$ cat config.mk
export PLATFORM = sky130hd
export DESIGN_NAME = date_add_subtract_days
export DESIGN_NICKNAME = d
export VERILOG_FILES = /design/src/dasd_pkg.sv /design/src/date_add_subtract_days.sv /design/src/dasd_ctrl.sv /design/src/dasd_datapath.sv
export SDC_FILE = /design/constraint.sdc
export NUM_CORES = 1
export LEC_CHECK = 0
export BUFFER_PORTS_ARGS = -buffer_cell sky130_fd_sc_hd__buf_4
export CAP_MARGIN = 10
export CORE_AREA = 2 2 187 189
export CTS_BUF_LIST = sky130_fd_sc_hd__clkbuf_4 sky130_fd_sc_hd__clkbuf_8
export CTS_CLUSTER_SIZE = 10
export DETAILED_ROUTE_END_ITERATION = 8
export DIE_AREA = 0 0 189 191
export SYNTH_ARGS = -nofsm -noshare
export SYNTH_HDL_FRONTEND = slang
export SYNTH_HIERARCHICAL = 1
export SYNTH_SLANG_ARGS = --single-unit
$ cat constraint.sdc
create_clock -name i_clk -period 6.5 [get_ports i_clk]
set_input_delay 1.3 -clock i_clk [delete_from_list [all_inputs] [get_ports i_clk]]
set_output_delay 1.3 -clock i_clk [all_outputs]
set_load 0.03 [all_outputs]
$ cat src/dasd_pkg.sv
// ----------------------------------------------------------------------------
// dasd_pkg
// shared types, constants and calendar helpers for the date shifter
// ----------------------------------------------------------------------------
package dasd_pkg;

    // day offset width
    localparam int OFFSET_BITS = 16;
    // signed working day count: holds day + offset and day - offset
    localparam int D_W = OFFSET_BITS + 2;

    localparam logic [13:0] YEAR_MIN  = 14'd1601;
    localparam logic [13:0] YEAR_MAX  = 14'd9999;
    localparam logic [13:0] CYCLE_LEN = 14'd400;   // gregorian cycle in years

    localparam logic CMD_ADD = 1'b0;
    localparam logic CMD_SUB = 1'b1;

    localparam logic [3:0] MONTH_JAN = 4'd1;
    localparam logic [3:0] MONTH_FEB = 4'd2;
    localparam logic [3:0] MONTH_DEC = 4'd12;

    // restoring mod 7 reduction: subtract 7 << k for k = MOD_TOP downto 0
    localparam logic [3:0] MOD_TOP = 4'd12;

    typedef enum logic [3:0] {
        S_IDLE,
        S_YRED,
        S_CHECK,
        S_WALK,
        S_WLOAD,
        S_WRED,
        S_WSUM,
        S_MOD7,
        S_DONE
    } t_state;

    typedef struct packed {
        logic load;
        logic red_step;
        logic check;
        logic walk;
        logic wred_load;
        logic wsum;
        logic mod_step;
    } t_dp_cmd;

    typedef struct packed {
        logic red_done;
        logic valid;
        logic over_max;
        logic walk_done;
        logic mod_last;
    } t_dp_status;

    // leap test from year mod 400
    function automatic logic is_leap(input logic [8:0] r);
        return (r[1:0] == 2'd0) && (r != 9'd100) && (r != 9'd200) && (r != 9'd300);
    endfunction

    function automatic logic [4:0] month_len(input logic [3:0] m, input logic leap);
        logic [4:0] len;
        unique case (m) inside
            4'd1, 4'd3, 4'd5, 4'd7, 4'd8, 4'd10, 4'd12: len = 5'd31;
            4'd4, 4'd6, 4'd9, 4'd11:                    len = 5'd30;
            4'd2:                                       len = leap ? 5'd29 : 5'd28;
            default:                                    len = 5'd0;
        endcase
        return len;
    endfunction

    // (31 * mm) / 12 with march-based month numbering
    function automatic logic [4:0] month_shift(input logic [3:0] m);
        logic [4:0] t;
        unique case (m)
            4'd1:    t = 5'd28;
            4'd2:    t = 5'd31;
            4'd3:    t = 5'd2;
            4'd4:    t = 5'd5;
            4'd5:    t = 5'd7;
            4'd6:    t = 5'd10;
            4'd7:    t = 5'd12;
            4'd8:    t = 5'd15;
            4'd9:    t = 5'd18;
            4'd10:   t = 5'd20;
            4'd11:   t = 5'd23;
            4'd12:   t = 5'd25;
            default: t = 5'd0;
        endcase
        return t;
    endfunction

endpackage

$ cat src/date_add_subtract_days.sv
// ----------------------------------------------------------------------------
// date_add_subtract_days
// gregorian date plus or minus an unsigned day count, with weekday
// ----------------------------------------------------------------------------
// one request at a time: a request is taken when start is high and busy is
// low, and its result appears for exactly one cycle with o_done high; the
// receiver cannot stall it, so capture the result ports on that cycle.
// steps of a request, in order: capture, year mod 400 reduction, check,
// the month walker (one month per cycle), a reload and second pass of the
// same reducer on yy for the weekday, the weekday sum, mod 7 (one bit per
// cycle) and the result strobe.
// the month walker makes up most of the time for long offsets; an invalid
// start date skips the walk and the weekday, and a start year above the
// range skips only the walk.
// result fields stay valid after the strobe until the next request is taken.
// ----------------------------------------------------------------------------
module date_add_subtract_days (
    input  logic                                i_clk,
    input  logic                                i_rst_n,
    input  logic                                start,
    output logic                                busy,
    input  logic                                i_command,
    input  logic [4:0]                          i_day,
    input  logic [3:0]                          i_month,
    input  logic [13:0]                         i_year,
    input  logic [dasd_pkg::OFFSET_BITS-1:0]    i_offset_days,
    output logic                                o_done,
    output logic [4:0]                          o_result_day,
    output logic [3:0]                          o_result_month,
    output logic [13:0]                         o_result_year,
    output logic [2:0]                          o_weekday,
    output logic                                o_input_valid,
    output logic                                o_out_of_range
);

    // commands from the sequencer, status back from the datapath
    dasd_pkg::t_dp_cmd    w_cmd;
    dasd_pkg::t_dp_status w_status;

    // sequencer: reduce, check, walk months, weekday, strobe
    dasd_ctrl u_ctrl (
        .i_clk    (i_clk),
        .i_rst_n  (i_rst_n),
        .i_start  (start),
        .i_status (w_status),
        .o_cmd    (w_cmd),
        .o_busy   (busy),
        .o_done   (o_done)
    );

    // datapath: request copy, month walker, shared mod 400 reducer, mod 7 unit
    dasd_datapath u_datapath (
        .i_clk          (i_clk),
        .i_rst_n        (i_rst_n),
        .i_cmd          (w_cmd),
        .o_status       (w_status),
        .i_command      (i_command),
        .i_day          (i_day),
        .i_month        (i_month),
        .i_year         (i_year),
        .i_offset_days  (i_offset_days),
        .o_result_day   (o_result_day),
        .o_result_month (o_result_month),
        .o_result_year  (o_result_year),
        .o_weekday      (o_weekday),
        .o_input_valid  (o_input_valid),
        .o_out_of_range (o_out_of_range)
    );

endmodule

$ cat src/dasd_ctrl.sv
// ----------------------------------------------------------------------------
// dasd_ctrl
// sequencer for the date shifter: issues datapath commands per phase
// ----------------------------------------------------------------------------
module dasd_ctrl (
    input  logic                  i_clk,
    input  logic                  i_rst_n,
    input  logic                  i_start,
    input  dasd_pkg::t_dp_status  i_status,
    output dasd_pkg::t_dp_cmd     o_cmd,
    output logic                  o_busy,
    output logic                  o_done
);

    dasd_pkg::t_state r_state;
    dasd_pkg::t_state n_state;

    always_ff @(posedge i_clk) begin
        if (!i_rst_n) begin
            r_state <= dasd_pkg::S_IDLE;
        end else begin
            r_state <= n_state;
        end
    end

    always_comb begin
        n_state = r_state;
        o_cmd   = '0;
        o_busy  = 1'b1;
        o_done  = 1'b0;
        unique case (r_state)
            dasd_pkg::S_IDLE: begin
                o_busy = 1'b0;
                if (i_start) begin
                    o_cmd.load = 1'b1;
                    n_state    = dasd_pkg::S_YRED;
                end
            end
            dasd_pkg::S_YRED: begin
                if (i_status.red_done) begin
                    n_state = dasd_pkg::S_CHECK;
                end else begin
                    o_cmd.red_step = 1'b1;
                end
            end
            dasd_pkg::S_CHECK: begin
                o_cmd.check = 1'b1;
                if (!i_status.valid) begin
                    n_state = dasd_pkg::S_DONE;
                end else if (i_status.over_max) begin
                    n_state = dasd_pkg::S_WLOAD;
                end else begin
                    n_state = dasd_pkg::S_WALK;
                end
            end
            dasd_pkg::S_WALK: begin
                if (i_status.walk_done) begin
                    n_state = dasd_pkg::S_WLOAD;
                end else begin
                    o_cmd.walk = 1'b1;
                end
            end
            dasd_pkg::S_WLOAD: begin
                o_cmd.wred_load = 1'b1;
                n_state         = dasd_pkg::S_WRED;
            end
            dasd_pkg::S_WRED: begin
                if (i_status.red_done) begin
                    n_state = dasd_pkg::S_WSUM;
                end else begin
                    o_cmd.red_step = 1'b1;
                end
            end
            dasd_pkg::S_WSUM: begin
                o_cmd.wsum = 1'b1;
                n_state    = dasd_pkg::S_MOD7;
            end
            dasd_pkg::S_MOD7: begin
                o_cmd.mod_step = 1'b1;
                if (i_status.mod_last) begin
                    n_state = dasd_pkg::S_DONE;
                end
            end
            dasd_pkg::S_DONE: begin
                o_done  = 1'b1;
                n_state = dasd_pkg::S_IDLE;
            end
            default: begin
                n_state = dasd_pkg::S_IDLE;
            end
        endcase
    end

endmodule

$ cat src/dasd_datapath.sv
// ----------------------------------------------------------------------------
// dasd_datapath
// month walker, year mod 400 reducer and weekday reduction
// ----------------------------------------------------------------------------
module dasd_datapath (
    input  logic                                i_clk,
    input  logic                                i_rst_n,
    input  dasd_pkg::t_dp_cmd                   i_cmd,
    output dasd_pkg::t_dp_status                o_status,
    input  logic                                i_command,
    input  logic [4:0]                          i_day,
    input  logic [3:0]                          i_month,
    input  logic [13:0]                         i_year,
    input  logic [dasd_pkg::OFFSET_BITS-1:0]    i_offset_days,
    output logic [4:0]                          o_result_day,
    output logic [3:0]                          o_result_month,
    output logic [13:0]                         o_result_year,
    output logic [2:0]                          o_weekday,
    output logic                                o_input_valid,
    output logic                                o_out_of_range
);

    // request copy
    logic                                r_cmd;
    logic [4:0]                          r_day0;
    logic [3:0]                          r_month0;
    logic [13:0]                         r_year0;
    logic [dasd_pkg::OFFSET_BITS-1:0]    r_off;

    // walking date
    logic signed [dasd_pkg::D_W-1:0]     r_d;
    logic [3:0]                          r_m;
    logic [13:0]                         r_y;
    logic [8:0]                          r_r400;

    // shared reducer: value mod 400 and quotient
    logic [13:0]                         r_red;
    logic [5:0]                          r_q;

    // weekday sum and mod 7 step
    logic [14:0]                         r_s;
    logic [3:0]                          r_k;

    logic                                r_valid;
    logic                                r_oor;

    // walk helpers
    logic                                w_leap_cur;
    logic [4:0]                          w_mlen_cur;
    logic [3:0]                          w_m_prev;
    logic [8:0]                          w_r_prev;
    logic [4:0]                          w_mlen_prev;
    logic signed [dasd_pkg::D_W-1:0]     w_mlen_cur_s;
    logic signed [dasd_pkg::D_W-1:0]     w_mlen_prev_s;
    logic                                w_more;
    logic                                w_wrap_up;
    logic                                w_wrap_dn;

    // check helpers
    logic                                w_valid;
    logic                                w_over;
    logic signed [dasd_pkg::D_W-1:0]     w_day_s;
    logic signed [dasd_pkg::D_W-1:0]     w_off_s;

    // weekday helpers
    logic [13:0]                         w_yy;
    logic [1:0]                          w_cent;
    logic [14:0]                         w_sum;
    logic [14:0]                         w_sub;

    always_comb begin
        w_leap_cur    = dasd_pkg::is_leap(r_r400);
        w_mlen_cur    = dasd_pkg::month_len(r_m, w_leap_cur);
        w_m_prev      = (r_m == dasd_pkg::MONTH_JAN) ? dasd_pkg::MONTH_DEC : r_m - 4'd1;
        if (r_m == dasd_pkg::MONTH_JAN) begin
            w_r_prev = (r_r400 == 9'd0) ? 9'd399 : r_r400 - 9'd1;
        end else begin
            w_r_prev = r_r400;
        end
        w_mlen_prev   = dasd_pkg::month_len(w_m_prev, dasd_pkg::is_leap(w_r_prev));
        w_mlen_cur_s  = signed'(dasd_pkg::D_W'(w_mlen_cur));
        w_mlen_prev_s = signed'(dasd_pkg::D_W'(w_mlen_prev));
        w_more        = (r_cmd == dasd_pkg::CMD_SUB) ? (r_d < signed'(dasd_pkg::D_W'(1)))
                                                     : (r_d > w_mlen_cur_s);
        w_wrap_up     = (r_m == dasd_pkg::MONTH_DEC);
        w_wrap_dn     = (r_m == dasd_pkg::MONTH_JAN);

        w_valid = (r_year0 >= dasd_pkg::YEAR_MIN) && (r_month0 >= 4'd1) &&
                  (r_month0 <= dasd_pkg::MONTH_DEC) && (r_day0 >= 5'd1) &&
                  (r_day0 <= dasd_pkg::month_len(r_month0, dasd_pkg::is_leap(r_red[8:0])));
        w_over  = r_year0 > dasd_pkg::YEAR_MAX;
        w_day_s = signed'(dasd_pkg::D_W'(r_day0));
        w_off_s = signed'(dasd_pkg::D_W'(r_off));

        // january and february count in the previous year
        w_yy = r_y - ((r_m <= dasd_pkg::MONTH_FEB) ? 14'd1 : 14'd0);

        // r_red < 400 here: whole centuries in the remainder
        if (r_red >= 14'd300) begin
            w_cent = 2'd3;
        end else if (r_red >= 14'd200) begin
            w_cent = 2'd2;
        end else if (r_red >= 14'd100) begin
            w_cent = 2'd1;
        end else begin
            w_cent = 2'd0;
        end
        // d + yy + yy/4 - yy/100 + yy/400 + month term, with yy = 400q + r
        w_sum = 15'(r_d[4:0]) + 15'(r_y) - ((r_m <= dasd_pkg::MONTH_FEB) ? 15'd1 : 15'd0)
              + 15'(r_q) * 15'd97 + 15'(r_red[13:2]) - 15'(w_cent)
              + 15'(dasd_pkg::month_shift(r_m));

        w_sub = 15'd7 << r_k;
    end

    always_ff @(posedge i_clk) begin
        if (!i_rst_n) begin
            r_valid <= 1'b0;
            r_oor   <= 1'b0;
        end else begin
            if (i_cmd.load) begin
                r_cmd    <= i_command;
                r_day0   <= i_day;
                r_month0 <= i_month;
                r_year0  <= i_year;
                r_off    <= i_offset_days;
                r_m      <= i_month;
                r_y      <= i_year;
                r_red    <= i_year;
                r_q      <= 6'd0;
            end
            if (i_cmd.red_step && (r_red >= dasd_pkg::CYCLE_LEN)) begin
                r_red <= r_red - dasd_pkg::CYCLE_LEN;
                r_q   <= r_q + 6'd1;
            end
            if (i_cmd.check) begin
                r_valid <= w_valid;
                r_oor   <= w_valid && w_over;
                r_r400  <= r_red[8:0];
                if (w_valid && !w_over) begin
                    r_d <= (r_cmd == dasd_pkg::CMD_SUB) ? w_day_s - w_off_s : w_day_s + w_off_s;
                end else begin
                    r_d <= w_day_s;
                end
            end
            if (i_cmd.walk) begin
                if (r_cmd == dasd_pkg::CMD_SUB) begin
                    if (w_wrap_dn && (r_y == dasd_pkg::YEAR_MIN)) begin
                        // leaving the range: echo the request date
                        r_oor <= 1'b1;
                        r_d   <= w_day_s;
                        r_m   <= r_month0;
                        r_y   <= r_year0;
                    end else begin
                        r_d    <= r_d + w_mlen_prev_s;
                        r_m    <= w_m_prev;
                        r_r400 <= w_r_prev;
                        if (w_wrap_dn) begin
                            r_y <= r_y - 14'd1;
                        end
                    end
                end else begin
                    if (w_wrap_up && (r_y == dasd_pkg::YEAR_MAX)) begin
                        r_oor <= 1'b1;
                        r_d   <= w_day_s;
                        r_m   <= r_month0;
                        r_y   <= r_year0;
                    end else begin
                        r_d <= r_d - w_mlen_cur_s;
                        if (w_wrap_up) begin
                            r_m    <= dasd_pkg::MONTH_JAN;
                            r_y    <= r_y + 14'd1;
                            r_r400 <= (r_r400 == 9'd399) ? 9'd0 : r_r400 + 9'd1;
                        end else begin
                            r_m <= r_m + 4'd1;
                        end
                    end
                end
            end
            if (i_cmd.wred_load) begin
                r_red <= w_yy;
                r_q   <= 6'd0;
            end
            if (i_cmd.wsum) begin
                r_s <= w_sum;
                r_k <= dasd_pkg::MOD_TOP;
            end
            if (i_cmd.mod_step) begin
                if (r_s >= w_sub) begin
                    r_s <= r_s - w_sub;
                end
                r_k <= r_k - 4'd1;
            end
        end
    end

    assign o_status.red_done  = r_red < dasd_pkg::CYCLE_LEN;
    assign o_status.valid     = w_valid;
    assign o_status.over_max  = w_over;
    assign o_status.walk_done = r_oor || !w_more;
    assign o_status.mod_last  = (r_k == 4'd0);

    assign o_result_day   = r_d[4:0];
    assign o_result_month = r_m;
    assign o_result_year  = r_y;
    assign o_weekday      = r_valid ? r_s[2:0] : 3'd0;
    assign o_input_valid  = r_valid;
    assign o_out_of_range = r_oor;

endmodule

==> metrics.csv <==
stage,metric,value,unit
route,num_vias,11500,
power,power.leakage,5.95,nW
logic_synthesis,synth_commonest_cells,"124 x edfxtp_1, 121 x ha_1, 116 x nand2_1",
route,wl,38700,um
final_layout,register_area,3940,um^2
clocking,clkLatencyLatePin,0.51,ns
final_layout,layout-drive-gt1-share,11.2,%
critical_path,worst-path-max-fanout,11,
critical_path,required,6.90,ns
sta,maxSlewHeadroom,35.9,%
route,viasPerCell,5.80,
floorplan,dieArea,36100,um^2
sta,worst_pin_slew,0.952,ns
logic_synthesis,netlist_top_cells_area,"edfxtp_1 28%, ha_1 11%, fa_1 6.0%",
clocking,clk_path_buf_depth,2,
job,cap_violations,0,
logic_synthesis,synthesis.area,13400,um^2
clocking,clock_tree.root_cell,clkbuf_8,
logic_synthesis,synth_cell_types,96,
critical_path,worst_path_most_repeated_cell,inv_1,
grt,grt_max_degree,41,
grt,grt_pass1_wl,61900,um
floorplan,rows,68,
power,vdd_ir_drop_max,0.335,mV
logic_synthesis,synth_sequential_area_ratio,29.4,%
critical_path,end_kind,register,
grt,overflow,0,
floorplan,die_w,189,um
clocking,cts_made_buffers,17,
route,drt_first_pass_iters,6,
critical_path,cp-start-kind,register,
clocking,cts_sinks,135,
grt,grt_pass1_vias,11300,
critical_path,max_stage_delay,0.57,ns
logic_synthesis,yosys.area_share.simple,17.0,%
logic_synthesis,synth-xor-area-share,5.22,%
power,power.density,366,nW/um^2
sta,finalMaxSlewViolations,0,
critical_path,path_buf_inv,4,
sta,hold_ws,0.605,ns
logic_synthesis,synth_compound_area_share,20.0,%
sta,setup_tns,0,ns
clocking,cts_resized,0,
final_layout,final_core_util,43.3,%
sta,finalSetupViolCount,0,
logic_synthesis,synth-main-ff-cell,edfxtp_1,
sta,hold_viol_final,0,
route,final_antenna_net_count,0,
final_layout,antenna_cells,0,
clocking,cts_max_level,4,
grt,antenna_found_initial,0,
logic_synthesis,yosysMostFrequentCell,edfxtp_1,
sta,min_period,5.96,ns
route,drt_iter0_drc,1084,
sta,rsz0062_at_grt,no,
critical_path,worstSetupPathType,reg -> reg,
clocking,clk_pin_slew,0.09,ns
clocking,hold_buffers,0,
logic_synthesis,synth-edff-count,124,
sta,fin_worst_skew,0.0305,ns
critical_path,crit_family,compound AO/OA/AOI/OAI gates,
sta,timing.final.crit_share,91.6,%
logic_synthesis,netlist_instances,1475,
floorplan,die_y,191,um
grt,track_usage,21.7,%
sta,clock.fmax,168,MHz
final_layout,multi_input_area,8710,um^2
critical_path,crit_slowest_cell,edfxtp_1,
logic_synthesis,synth-seq-cells,135,
logic_synthesis,async_flop_share,0,%
run_status,status,"complete, no violations",
final_layout,fin_nets,1715,
final_layout,nFillCells,3351,
floorplan,io_pins,73,
floorplan,core_area,34100,um^2
logic_synthesis,yosysWarnings,6,
min_path,hold_class,reg -> reg,
logic_synthesis,synthMuxAreaShare,5.27,%
logic_synthesis,synth_fa_ha_area_share,17.2,%
clocking,tritoncts,built,
route,drc,0,
critical_path,worstPathArrival,6.35,ns
place,dp.final_hpwl,29400,um
place,gp_congestion,0.915,
place,numPortBuffers,72,
route,wl_per_cell,19.6,um
logic_synthesis,synth.net_count,1679,
logic_synthesis,synth_top_area_share,27.7,%
logic_synthesis,syn_avg_cell_area,9.11,um^2
clocking,cts_setup_buffers,0,
final_layout,area_delta_synth_final,9.95,%
logic_synthesis,synth_area_leader_cell,edfxtp_1,
floorplan,start_util,39.4,%
logic_synthesis,synth_top_family_by_area,compound AO/OA/AOI/OAI gates,
==> routing by layer <==
layer | share of wire, % | vias to the layer above | GRT usage, %
met4 | 2.2 | 0 | 7.45
met5 | 0 | - | 0
met1 | 47 | 5468 | 31.0
met2 | 44 | 423 | 33.2
li1 | - | 5546 | -
met3 | 5.9 | 49 | 3.75
==> worst reg2reg max path: stages (launching register included) <==
cell       delay (ns)
edfxtp_1         0.57
inv_1            0.15
ha_1             0.31
nor2_1           0.22
a22oi_1          0.09
o2bb2ai_1        0.30
a21boi_0         0.41
ha_1             0.36
a21o_1           0.20
a21oi_1          0.25
o21ai_0          0.27
o41ai_1          0.16
a21oi_1          0.13
o21ai_0          0.38
nor3_2           0.15
o21ai_1          0.19
inv_1            0.13
and3_1           0.20
a21oi_1          0.35
nand2_1          0.14
inv_1            0.15
ha_1             0.26
inv_1            0.11
and2_0           0.14
a31oi_1          0.05
a21o_1           0.21
==> logic make-up (layout without fill, tap and decap cells) <==
logic type,Yosys count,in the layout
compound gates,398,398
xor+xnor,80,80
fa+ha+maj,161,161
buf+inv,193,242
flops,135,135
mux,69,69
simple gates,439,439
==> placed cells by master (no fill, tap or decap), types with 10 or more instances in the layout <==
cell	n
and3_1	27
nor4_1	16
nor2b_1	19
or3_1	19
a21oi_1	75
nor3_1	36
nand3_1	28
nand2_1	116
xnor2_1	46
a31oi_1	20
nor2_1	93
o211ai_1	14
a211oi_1	12
edfxtp_1	124
inv_1	112
and2_1	10
mux2i_1	64
a21o_1	15
xor2_1	34
o22ai_1	39
o21a_1	13
a221oi_1	13
o21ai_0	80
a22oi_1	14
nand4_1	13
o31ai_1	11
dfxtp_1	11
clkbuf_8	17
fa_1	40
buf_4	96
ha_1	121
o21bai_1	10
==> sequential cells by signal (all words and copies together), names as in the netlist, named ones only <==
name and flops:
u_datapath/r_month0 4, u_datapath/o_out_of_range 1, u_datapath/r_d 18, u_datapath/r_day0 5
u_datapath/o_input_valid 1, u_datapath/r_s 15, u_datapath/r_year0 14, u_datapath/o_result_year 14
u_datapath/r_q 6, u_datapath/r_k 4, u_datapath/r_off 16, u_datapath/r_r400 9
u_datapath/o_result_month 4, u_datapath/r_cmd 1, u_ctrl/r_state 4, u_datapath/r_red 14
==> path summary, 6_finish.rpt <==
| kind | from | depth (start not counted) | to | slack [ns] |
|---|---|---|---|---|
| hold / removal | u_datapath/o_input_valid | 2 | u_datapath/o_input_valid | 0.61 |
| hold reg to reg | u_datapath/o_input_valid | 2 | u_datapath/o_input_valid | 0.61 |
| setup / recovery | u_datapath/o_result_month[1] | 25 | register | 0.54 |
| setup reg to reg | u_datapath/o_result_month[1] | 25 | register | 0.54 |
==> metrics by stage <==
stage / instance area [um^2] / worst slack (ns) / total power [W] / std cells
3_5_place_dp: 14400 / 0.683 / 0.00468 / 1947
3_3_place_gp: 14400 / 0.865 / 0.00466 / 1947
4_1_cts: 14800 / 0.679 / 0.00548 / 1979
5_1_grt: 14800 / 0.0728 / 0.00599 / 1979
2_1_floorplan: 13400 / 1.14 / 0.00389 / 1475
6_report: 14800 / 0.543 / 0.00541 / 1979
==> final cells by class <==
class	instances	area share [%]
inverters	114	2.90
well taps	455	3.85
clock buffers	17	1.58
flip-flops and latches	135	26.7
multi-input cells	1147	58.9
repair buffers	96	4.88
clock inverters	15	1.14
==> report_power, final <==
group / switching, W / total [W] / internal [W]
clock: 0.000414 / 0.000765 / 0.000351
combinational: 0.00188 / 0.00337 / 0.00149
sequential: 0.000185 / 0.00128 / 0.00109
total: 0.00248 / 0.00541 / 0.00294
(Power assumes the default switching activity.)
